`config.mk`:
```
export PLATFORM = sky130hd
export DESIGN_NAME = dskd_round_cell
export DESIGN_NICKNAME = d
export VERILOG_FILES = /design/src/rtl/core/dskd_pkg.sv /design/src/rtl/core/dskd_round_cell.sv
export SDC_FILE = /design/constraint.sdc
export NUM_CORES = 1
export LEC_CHECK = 0
export BUFFER_PORTS_ARGS = -buffer_cell sky130_fd_sc_hd__clkbuf_2
export CELL_PAD_IN_SITES_DETAIL_PLACEMENT = 1
export CELL_PAD_IN_SITES_GLOBAL_PLACEMENT = 1
export CORE_AREA = 2 2 600 602
export CTS_CLUSTER_SIZE = 40
export DETAILED_ROUTE_END_ITERATION = 12
export DIE_AREA = 0 0 602 604
export PLACE_DENSITY_LB_ADDON = 0.1
export SETUP_SLACK_MARGIN = 0.15
export SYNTH_ARGS = -nofsm -noshare
export SYNTH_HDL_FRONTEND = slang
export SYNTH_SLANG_ARGS = --single-unit
```
`constraint.sdc`:
```
create_clock -name clock -period 21.2 [get_ports clock]
set_input_delay 2.12 -clock clock [delete_from_list [all_inputs] [get_ports clock]]
set_output_delay 2.12 -clock clock [all_outputs]
set_load 0.01 [all_outputs]
```
`src/rtl/core/dskd_pkg.sv`:
```
// ---------------------------------------------------------------------------
// Key derivation package
// Shared types, SHA-256 constants and round functions for the hash chain.
// ---------------------------------------------------------------------------
`default_nettype none

package dskd_pkg;

   typedef logic [31:0] word_type;
   typedef logic [5:0]  round_type;

   // Working variables of one compression round.
   typedef struct packed {
      word_type a;
      word_type b;
      word_type c;
      word_type d;
      word_type e;
      word_type f;
      word_type g;
      word_type h;
   } state_type;

   // Sixteen message schedule words; entry 0 is the word used in this round.
   typedef logic [15:0][31:0] window_type;

   // Control that travels along the chain with each word.
   typedef struct packed {
      logic valid;
      logic ok;
   } tag_type;

   localparam int NumRounds = 64;

   localparam word_type TagHead    = 32'h33535852;
   localparam word_type TagSession = 32'h2D534B33;
   localparam word_type TagPunch   = 32'h2D505433;
   localparam word_type PadWord    = 32'h00008000;
   localparam word_type MsgBits    = 32'd144;

   localparam state_type InitState = '{
      a: 32'h6a09e667, b: 32'hbb67ae85, c: 32'h3c6ef372, d: 32'ha54ff53a,
      e: 32'h510e527f, f: 32'h9b05688c, g: 32'h1f83d9ab, h: 32'h5be0cd19
   };

   function automatic word_type rotr(input word_type x, input int n);
      rotr = (x >> n) | (x << (32 - n));
   endfunction

   function automatic word_type big_s0(input word_type x);
      big_s0 = rotr(x, 2) ^ rotr(x, 13) ^ rotr(x, 22);
   endfunction

   function automatic word_type big_s1(input word_type x);
      big_s1 = rotr(x, 6) ^ rotr(x, 11) ^ rotr(x, 25);
   endfunction

   function automatic word_type small_s0(input word_type x);
      small_s0 = rotr(x, 7) ^ rotr(x, 18) ^ (x >> 3);
   endfunction

   function automatic word_type small_s1(input word_type x);
      small_s1 = rotr(x, 17) ^ rotr(x, 19) ^ (x >> 10);
   endfunction

   // Round constant table.
   function automatic word_type round_k(input round_type idx);
      case (idx)
         6'd0:  round_k = 32'h428a2f98;  6'd1:  round_k = 32'h71374491;
         6'd2:  round_k = 32'hb5c0fbcf;  6'd3:  round_k = 32'he9b5dba5;
         6'd4:  round_k = 32'h3956c25b;  6'd5:  round_k = 32'h59f111f1;
         6'd6:  round_k = 32'h923f82a4;  6'd7:  round_k = 32'hab1c5ed5;
         6'd8:  round_k = 32'hd807aa98;  6'd9:  round_k = 32'h12835b01;
         6'd10: round_k = 32'h243185be;  6'd11: round_k = 32'h550c7dc3;
         6'd12: round_k = 32'h72be5d74;  6'd13: round_k = 32'h80deb1fe;
         6'd14: round_k = 32'h9bdc06a7;  6'd15: round_k = 32'hc19bf174;
         6'd16: round_k = 32'he49b69c1;  6'd17: round_k = 32'hefbe4786;
         6'd18: round_k = 32'h0fc19dc6;  6'd19: round_k = 32'h240ca1cc;
         6'd20: round_k = 32'h2de92c6f;  6'd21: round_k = 32'h4a7484aa;
         6'd22: round_k = 32'h5cb0a9dc;  6'd23: round_k = 32'h76f988da;
         6'd24: round_k = 32'h983e5152;  6'd25: round_k = 32'ha831c66d;
         6'd26: round_k = 32'hb00327c8;  6'd27: round_k = 32'hbf597fc7;
         6'd28: round_k = 32'hc6e00bf3;  6'd29: round_k = 32'hd5a79147;
         6'd30: round_k = 32'h06ca6351;  6'd31: round_k = 32'h14292967;
         6'd32: round_k = 32'h27b70a85;  6'd33: round_k = 32'h2e1b2138;
         6'd34: round_k = 32'h4d2c6dfc;  6'd35: round_k = 32'h53380d13;
         6'd36: round_k = 32'h650a7354;  6'd37: round_k = 32'h766a0abb;
         6'd38: round_k = 32'h81c2c92e;  6'd39: round_k = 32'h92722c85;
         6'd40: round_k = 32'ha2bfe8a1;  6'd41: round_k = 32'ha81a664b;
         6'd42: round_k = 32'hc24b8b70;  6'd43: round_k = 32'hc76c51a3;
         6'd44: round_k = 32'hd192e819;  6'd45: round_k = 32'hd6990624;
         6'd46: round_k = 32'hf40e3585;  6'd47: round_k = 32'h106aa070;
         6'd48: round_k = 32'h19a4c116;  6'd49: round_k = 32'h1e376c08;
         6'd50: round_k = 32'h2748774c;  6'd51: round_k = 32'h34b0bcb5;
         6'd52: round_k = 32'h391c0cb3;  6'd53: round_k = 32'h4ed8aa4a;
         6'd54: round_k = 32'h5b9cca4f;  6'd55: round_k = 32'h682e6ff3;
         6'd56: round_k = 32'h748f82ee;  6'd57: round_k = 32'h78a5636f;
         6'd58: round_k = 32'h84c87814;  6'd59: round_k = 32'h8cc70208;
         6'd60: round_k = 32'h90befffa;  6'd61: round_k = 32'ha4506ceb;
         6'd62: round_k = 32'hbef9a3f7;  6'd63: round_k = 32'hc67178f2;
         default: round_k = 32'h00000000;
      endcase
   endfunction

endpackage

`default_nettype wire

```
`src/rtl/core/dskd_round_cell.sv`:
```
// ---------------------------------------------------------------------------
// Round cell
// One SHA-256 compression round and one message schedule step, registered.
// ---------------------------------------------------------------------------
`default_nettype none

module dskd_round_cell
   import dskd_pkg::*;
(
   input  wire        clock,
   input  wire        reset,
   input  round_type  round_idx,
   input  tag_type    tag_i,
   input  state_type  state_i,
   input  window_type window_i,
   output tag_type    tag_o,
   output state_type  state_o,
   output window_type window_o
);

   tag_type    tag_ff,    tag_in;
   state_type  state_ff,  state_in;
   window_type window_ff, window_in;

   word_type t1;
   word_type t2;
   word_type ch;
   word_type mj;
   word_type w_next;

   // Round update of the working variables.
   always_comb begin
      ch = (state_i.e & state_i.f) ^ (~state_i.e & state_i.g);
      mj = (state_i.a & state_i.b) ^ (state_i.a & state_i.c) ^ (state_i.b & state_i.c);
      t1 = state_i.h + big_s1(state_i.e) + ch + round_k(round_idx) + window_i[0];
      t2 = big_s0(state_i.a) + mj;
      state_in.a = t1 + t2;
      state_in.b = state_i.a;
      state_in.c = state_i.b;
      state_in.d = state_i.c;
      state_in.e = state_i.d + t1;
      state_in.f = state_i.e;
      state_in.g = state_i.f;
      state_in.h = state_i.g;
   end

   // Schedule step: shift the window and append the next expanded word.
   always_comb begin
      w_next = window_i[0] + small_s0(window_i[1]) + window_i[9] + small_s1(window_i[14]);
      for (int j = 0; j < 15; j++) begin
         window_in[j] = window_i[j + 1];
      end
      window_in[15] = w_next;
      tag_in = tag_i;
   end

   // Control is reset; the data words need none.
   always_ff @(posedge clock) begin
      if (reset) begin
         tag_ff <= '0;
      end else begin
         tag_ff <= tag_in;
      end
   end

   always_ff @(posedge clock) begin
      state_ff  <= state_in;
      window_ff <= window_in;
   end

   assign tag_o    = tag_ff;
   assign state_o  = state_ff;
   assign window_o = window_ff;

endmodule

`default_nettype wire
```
==> results of run 1 <==
state kept, by name, indices dropped and copies added, names as in the netlist:
name and cells:
state_o 256, window_o 512, tag_o 2
final timing paths:
kind	start	endpoint	slack (ps)	cells past startpoint
worst min-delay path	window_i[176]	window_o[144]	1340	1
worst max-delay path	round_idx[0]	state_o[253]	9490	36
per-layer routing:
| metal | part of all wire | track usage | vias up |
|---|---|---|---|
| li1 | - | - | 12874 |
| met1 | 0.35 | 0.1501 | 14197 |
| met2 | 0.57 | 0.3062 | 1085 |
| met3 | 0.054 | 0.03502 | 339 |
| met4 | 0.030 | 0.04005 | 42 |
| met5 | 0.0017 | 0 | - |
critical path: cells and delay by family:
family,cells,cell delay [ps]
xor gates and xnor gates,2,530
adders and majority gates,8,3840
AOI/OAI and AO/OA,14,3370
buffers and inverters,7,1420
and+or+nand+nor,5,1140
metrics by stage:
stage          total power [mW]  worst slack (ps)  instances
2_1_floorplan             5.546             11080       2922
3_3_place_gp              8.044              8529       9195
3_5_place_dp              7.966              8520       9195
4_1_cts                   9.960              9439       9385
5_1_grt                   10.57              8830       9388
6_report                  9.605              9487       9403
where the power goes:
group	total [mW]	internal (mW)	leakage (nW)	switching (mW)
Combinational	5.95	2.24	14.4	3.70
Clock	1.88	1.10	1.71	0.781
Sequential	1.77	1.70	6.50	0.0694
Total	9.61	5.05	22.6	4.55
cells in the final DEF (no fill, tap or decap), types with 106 or more instances in the layout:
master	Yosys	final
ha_1	138	138
inv_1	352	352
o21ai_0	124	124
nor2_1	118	118
nand2_1	106	106
clkbuf_16	0	109
a21oi_1	165	165
xnor2_1	244	244
dfxtp_1	770	770
fa_1	187	187
xor2_1	125	125
clkbuf_2	0	1546
kinds of logic after synthesis:
kind of cell / Yosys count / share of synthesized area
compound gates: 587 / 0.1178
xor+xnor: 369 / 0.1014
fa+ha+maj: 328 / 0.1726
buf+inv: 430 / 0.05070
flops: 770 / 0.4839
mux: 41 / 0.01555
simple gates: 397 / 0.05801
cell type report:
type	instances	area (sq um)	area share
clock inverter	35	452.9	0.009223
antenna	18	45.04	0.0009172
clock buffer	155	3110	0.06334
inverter	356	1336	0.02721
tap	4773	5972	0.1216
sequential	770	15410	0.3139
multi-input combinational	1722	14830	0.3020
timing repair buffer	1574	7948	0.1618
==> impl.org, run 1 <==
** Detailed routing
- The detailed router finished its first iteration with 1380 violations.
- The first TritonRoute pass finished after 5 iterations.
- In this run the remaining antenna-violating nets after routing total 0.
- Dividing the detail-routed via count by the number of cells gives 3.035.
- Post-detailed-route DRC marker count :: 0
- The routed layout has 28537 vias.
- Wire length per cell :: 30.23 microns
- Wires add up to 284300 microns.

** Timing
- In the finished design, the share of the clock period the worst path needs comes to 0.5525.
- Maximum clock frequency :: 0.08538 GHz
- Endpoints failing hold :: 0
- Headroom to the max-slew limit came out at 0.1413.
- Counting I/O delays and the setup requirement, the final critical path takes 11710 ps.
- Transition time of the tightest slew-check pin :: 1275 ps
- Setup repair after global routing left no endpoint under its margin.
- Worst hold margin :: 1341 ps
- TNS Setup :: 0 ps
- Setup violations remaining at the end of the flow were counted as 0.
- Final-report max-slew violation count :: 0

** GRT
- Wire length of the first global-routing pass :: 351500 microns
- The initial antenna violation count is 113.
- Total global-route track usage :: 0.1508
- Total congestion overflow after global routing :: 0
- The via count of the first global-routing pass was 30367.
- Entering global routing, the biggest net connects 73 pins.

** Critical path
- Data arrival time of the critical path :: 12430 ps
- Critical-path maximum fanout :: 17
- Capturing element type of the critical path :: flop
- Critical path's largest stage delay :: 800 ps
- Req. time, crit path :: 21920 ps
- The critical path is of the primary input to flop type.
- Slowest-stage cell, CP :: ha_1
- The worst setup path is launched from a primary input.

** Final layout
- Filler cell count in the final layout :: 41776
- Design Area, Final :: 0.04911 sq mm
- Layout net count :: 5636
- Layout cell share with drive strength beyond 1 :: 0.3890
- Once layout is complete, the utilization of the core stands at 0.1373.
- Layout Area Growth over Synthesis :: 54.14%

** Floorplanning
- The floorplan step defined a die boundary enclosing 0.3636 sq mm.
- Horizontal die dimension :: 602 microns
- The die is 604 microns tall.
- In this run the count of I/O pins placed on the die edge is 1548.
- Core box area :: 0.3576 sq mm
- The initial utilization of the core area, before any placement, comes to 0.08910.
- Number of rows created at floorplan :: 220

** Logic synthesis
- Post-Syn Instances :: 2922
- Most used flip-flop cell after synthesis :: dfxtp_1
- Counting flops with a built-in enable in the synthesized netlist gives 0.
- After synthesis, the netlist uses 73 different library cells.
- Sorting the synthesized cells by area gives the leading types as dfxtp_1 (48%), fa_1 (12%), xnor2_1 (6.7%), ha_1 (5.4%), inv_1 (4.1%).
- The average instance in the mapped netlist occupies 10.90 sq um.
- Counting flops and latches in the post-synthesis netlist gives 770.
- Fraction of registers with async set/reset :: 0
- The number of nets handed over by synthesis was 4025.
- The largest total area in the synthesized netlist belongs to dfxtp_1.
- Post-synthesis instance area :: 0.03186 sq mm
- Yosys printed 0 warnings.
- Post-synth top cells :: dfxtp_1 (770), inv_1 (352), xnor2_1 (244)
- Sequential share of the synthesized area :: 0.4839
- Top cell type's share of synthesized area :: 0.4839
- Most frequent cell after synthesis :: dfxtp_1

** Clock tree
- Clock tree from TritonCTS :: done
- Number of buffers between clock root and the deepest sink :: 4
- In this run the post-CTS setup repair buffer count came out at 0.
- Clk sink count :: 770
- Buffers inserted to repair hold after CTS numbered 0.
- In this run the number of H-tree levels came out at 3.
- Post-cts repair resize count :: 0
- Buffers inserted during clock tree synthesis total 109.
- Clock-pin slew was measured on the worst setup and hold paths at 60 ps.
- The cell sitting at the root of the clock tree is a clkbuf_16.

** Power
- The worst-case IR drop observed on VDD is 0.1019 mV.
- Leakage :: 22.64 nW
- In this run the power density over the cells is 195.6 mW/mm^2.

** Placement
- Summed over all nets, the half-perimeter wirelength after detailed placement is 253500 microns.
- Routability cong. :: 0.8061
- Placed cell areas :: 0.04550 sq mm
- Port Buf Inserts :: 1547

** Worst hold path
- The worst hold path belongs to the class primary input to flop.

** Job
- Count of maximum capacitance violations :: 0

** Status
- The flow ran to the end, and the final reports show no timing, DRC or antenna violations.
(Power assumes the default switching activity.)
==> run 2: changes to the inputs <==
Settings changed: CORE_AREA 2 2 600 602 to 2 2 608 610, DIE_AREA 0 0 602 604 to 0 0 610 612.
Clock period 21.2 ns to 10.93 ns, I/O delays scaled along.
==> impl.org, run 2 (same netlist as run 1, synthesis figures left out) <==
** Timing
- Endpoints failing hold :: 0 (unchanged)
- Period utilisation layout :: 0.8378
- The clock period could shrink to 9157 ps.
- The max-slew violation count is 0 (unchanged).
- Setup repair after global routing missed its margin :: no (unchanged)
- Maximum clock frequency :: 0.1092 GHz
- Transition time of the tightest slew-check pin :: 1032 ps (was 1275 ps)
- Worst hold margin :: 312.3 ps (was 1341 ps)
- Setup violation total in the final timing report :: 0 (unchanged)
- The final-layout setup total negative slack was 0 ps (unchanged).
- Slew HR :: 0.3048 (was 0.1413)

** Status
- Result of the run :: finished clean (unchanged)

** Clock tree
- The maximum level of the CTS H-tree came to 3 (unchanged).
- The worst-case clock buffer depth is 4 (unchanged).
- The buffer type at the clock tree root was clkbuf_16 (unchanged).
- The TritonCTS clock tree was done (unchanged).
- Clock transition at the register clock pins on the worst setup and hold paths after CTS :: 70 ps (was 60 ps)
- The total clock sinks was 770 (unchanged).
- Post-cts repair resize count :: 0 (unchanged)
- Number of buffers added by the clock tree synthesis step :: 111 (was 109)
- The quantity of hold-fixing buffers added after cts was 0 (unchanged).
- Setup repair bufs after CTS :: 0 (unchanged)

** Detailed routing
- Wire length per cell :: 29.52 microns (was 30.23 microns)
- The remaining design rule violation count was 0 (unchanged).
- Antenna-violating nets left :: 0 (unchanged)
- The total iterations of the first detailed-routing run came to 5 (unchanged).
- The detailed-route wire length came to 281800 microns (was 284300 microns).
- Via count normalized by instance count :: 2.993 (was 3.035)
- Starting DRC count in detailed routing :: 1236 (was 1380)
- The total via count after detailed routing came to 28578 (was 28537).

** Critical path
- The delay of the slowest cell on the worst path came to 580 ps (was 800 ps).
- Data arrival time of the critical path :: 9930 ps (was 12430 ps)
- Endpoint of the most critical setup path :: state_o[251] (was state_o[253])
- Slowest-stage cell, CP :: ha_1 (unchanged)
- The required time of the critical path was 11700 ps (was 21920 ps).
- The largest fanout of any net on the critical path was 11 (was 17).
- The startpoint kind of the worst setup timing path is a primary input (unchanged).
- Timing startpoint of the critical path :: round_idx[0] (unchanged)
- Worst setup path category :: primary input to flop (unchanged)
- The kind of end point of the critical path is a flop (unchanged).

** Placement
- The placer congestion estimate came to 0.8249 (was 0.8061).
- Half-perimeter wire length of the detailed placement result :: 252600 microns (was 253500 microns)
- The quantity of I/O buffers inserted on ports was 1547 (unchanged).

** Job
- The number of violations of the max-capacitance limit is 0 (unchanged).

** Final layout
- The fraction of layout instances using a drive strength above 1 was 0.4002 (was 0.3890).
- Layout Area Growth over Synthesis :: 56.61% (was 54.14%)
- Leading cell types in the layout, fill and taps excluded: clkbuf_2 (1546), dfxtp_1 (770), inv_1 (352) (unchanged).
- The net total in the final layout was 5718 (was 5636).
- Largest register FFs :: 512 (unchanged)
- The final standard cell utilization of the core came to 0.1359 (was 0.1373).
- Leading cell type in the layout, fill and taps excluded :: clkbuf_2 (unchanged)

** Floorplanning
- Horizontal die dimension :: 610 microns (was 602 microns)
- Total die area :: 0.3733 sq mm (was 0.3636 sq mm)
- Initial cell density of the core :: 0.08676 (was 0.08910)
- The height of the die is 612 microns (was 604 microns).
- Top-level port count :: 1548 (unchanged)
- Core box area :: 0.3672 sq mm (was 0.3576 sq mm)
- The number of core rows came to 223 (was 220).

** Power
- Leakage :: 23.09 nW (was 22.64 nW)
- The maximum ir drop on the vdd rail came to 0.2687 mV (was 0.1019 mV).
- Power per Cell Area :: 391.4 mW/mm^2 (was 195.6 mW/mm^2)
- The power consumption came to 19.53 mW (was 9.605 mW).

** GRT
- The combined global-route utilization of all metal layers is 0.1455 (was 0.1508).
- Wire length of the first global-routing pass :: 348000 microns (was 351500 microns)
- Initial antenna violation count :: 99 (was 113)
- Vias in the first global route :: 30766 (was 30367)
- Maximum number of pins on one net before global-route repair :: 100 (was 73)
- The overall overflow remaining after global route was 0 (unchanged).

** Worst hold path
- Hold path start :: window_i[371] (was window_i[176])
- The type of the tightest min-delay check is primary input to flop (unchanged).
-- run 2: cell count changes in the layout (fill, tap and decap cells not counted), sizes merged --
| cell | previous run | this run |
|---|---|---|
| buf | 28 | 108 |
| clkbuf | 1701 | 1702 |
| clkinv | 16 | 20 |
| clkinvlp | 10 | 7 |
| diode | 18 | 15 |
| inv | 358 | 359 |
-- run 2: layer usage --
| layer | up-vias | global-route usage | wire, microns | part of all wire |
|---|---|---|---|---|
| met2 | 1070 | 0.2982 | 161700 | 0.57 |
| met3 | 319 | 0.03294 | 15050 | 0.053 |
| li1 | 13035 | - | - | - |
| met1 | 14124 | 0.1397 | 94440 | 0.34 |
| met5 | - | 0 | 200 | 0.00071 |
| met4 | 30 | 0.04794 | 10410 | 0.037 |
-- run 2: metrics by stage --
stage | std cells | setup slack (ps) | instance area [sq um]
finish | 9547 | 1773 | 49890
global route | 9535 | 1108 | 49860
CTS | 9532 | 1733 | 49860
detailed placement | 9339 | 795.9 | 46220
global placement | 9339 | 732.7 | 46220
floorplan | 2922 | 1839 | 31860
-- run 2: where the power goes --
part | leakage (nW) | internal (mW) | switching (mW)
sequential | 6.50 | 3.31 | 0.134
clock | 1.77 | 2.18 | 1.54
combinational | 14.8 | 4.95 | 7.42
total | 23.1 | 10.4 | 9.09
-- run 2: critical path: cells and delay by family --
| family | cells | cell delay, ps |
|---|---|---|
| AOI/OAI and AO/OA | 15 | 3470 |
| buffers and inverters | 9 | 1300 |
| xor gates and xnor gates | 2 | 210 |
| adders and majority gates | 7 | 3040 |
| and+or+nand+nor | 5 | 780 |
-- run 2: layout make-up --
cell class,instances,area [sq um]
diodes,15,37.54
clock buffers,156,3177
clock inverters,37,462.9
fillers,42968,317300
inverters,356,1336
multi-input cells,1722,14830
flip-flops and latches,770,15410
well taps,4837,6052
repair buffers,1654,8586
-- run 2: worst min path at each step --
stage | endpoint | slack [ps] | cells past startpoint
2_1_floorplan | state_o[0] | 1120 | 0
3_3_place_gp | window_o[453] | 1200 | 1
3_5_place_dp | window_o[307] | 1200 | 1
4_1_cts | window_o[346] | 200 | 1
5_1_grt | window_o[52] | 250 | 1
6_report | window_o[339] | 310 | 1
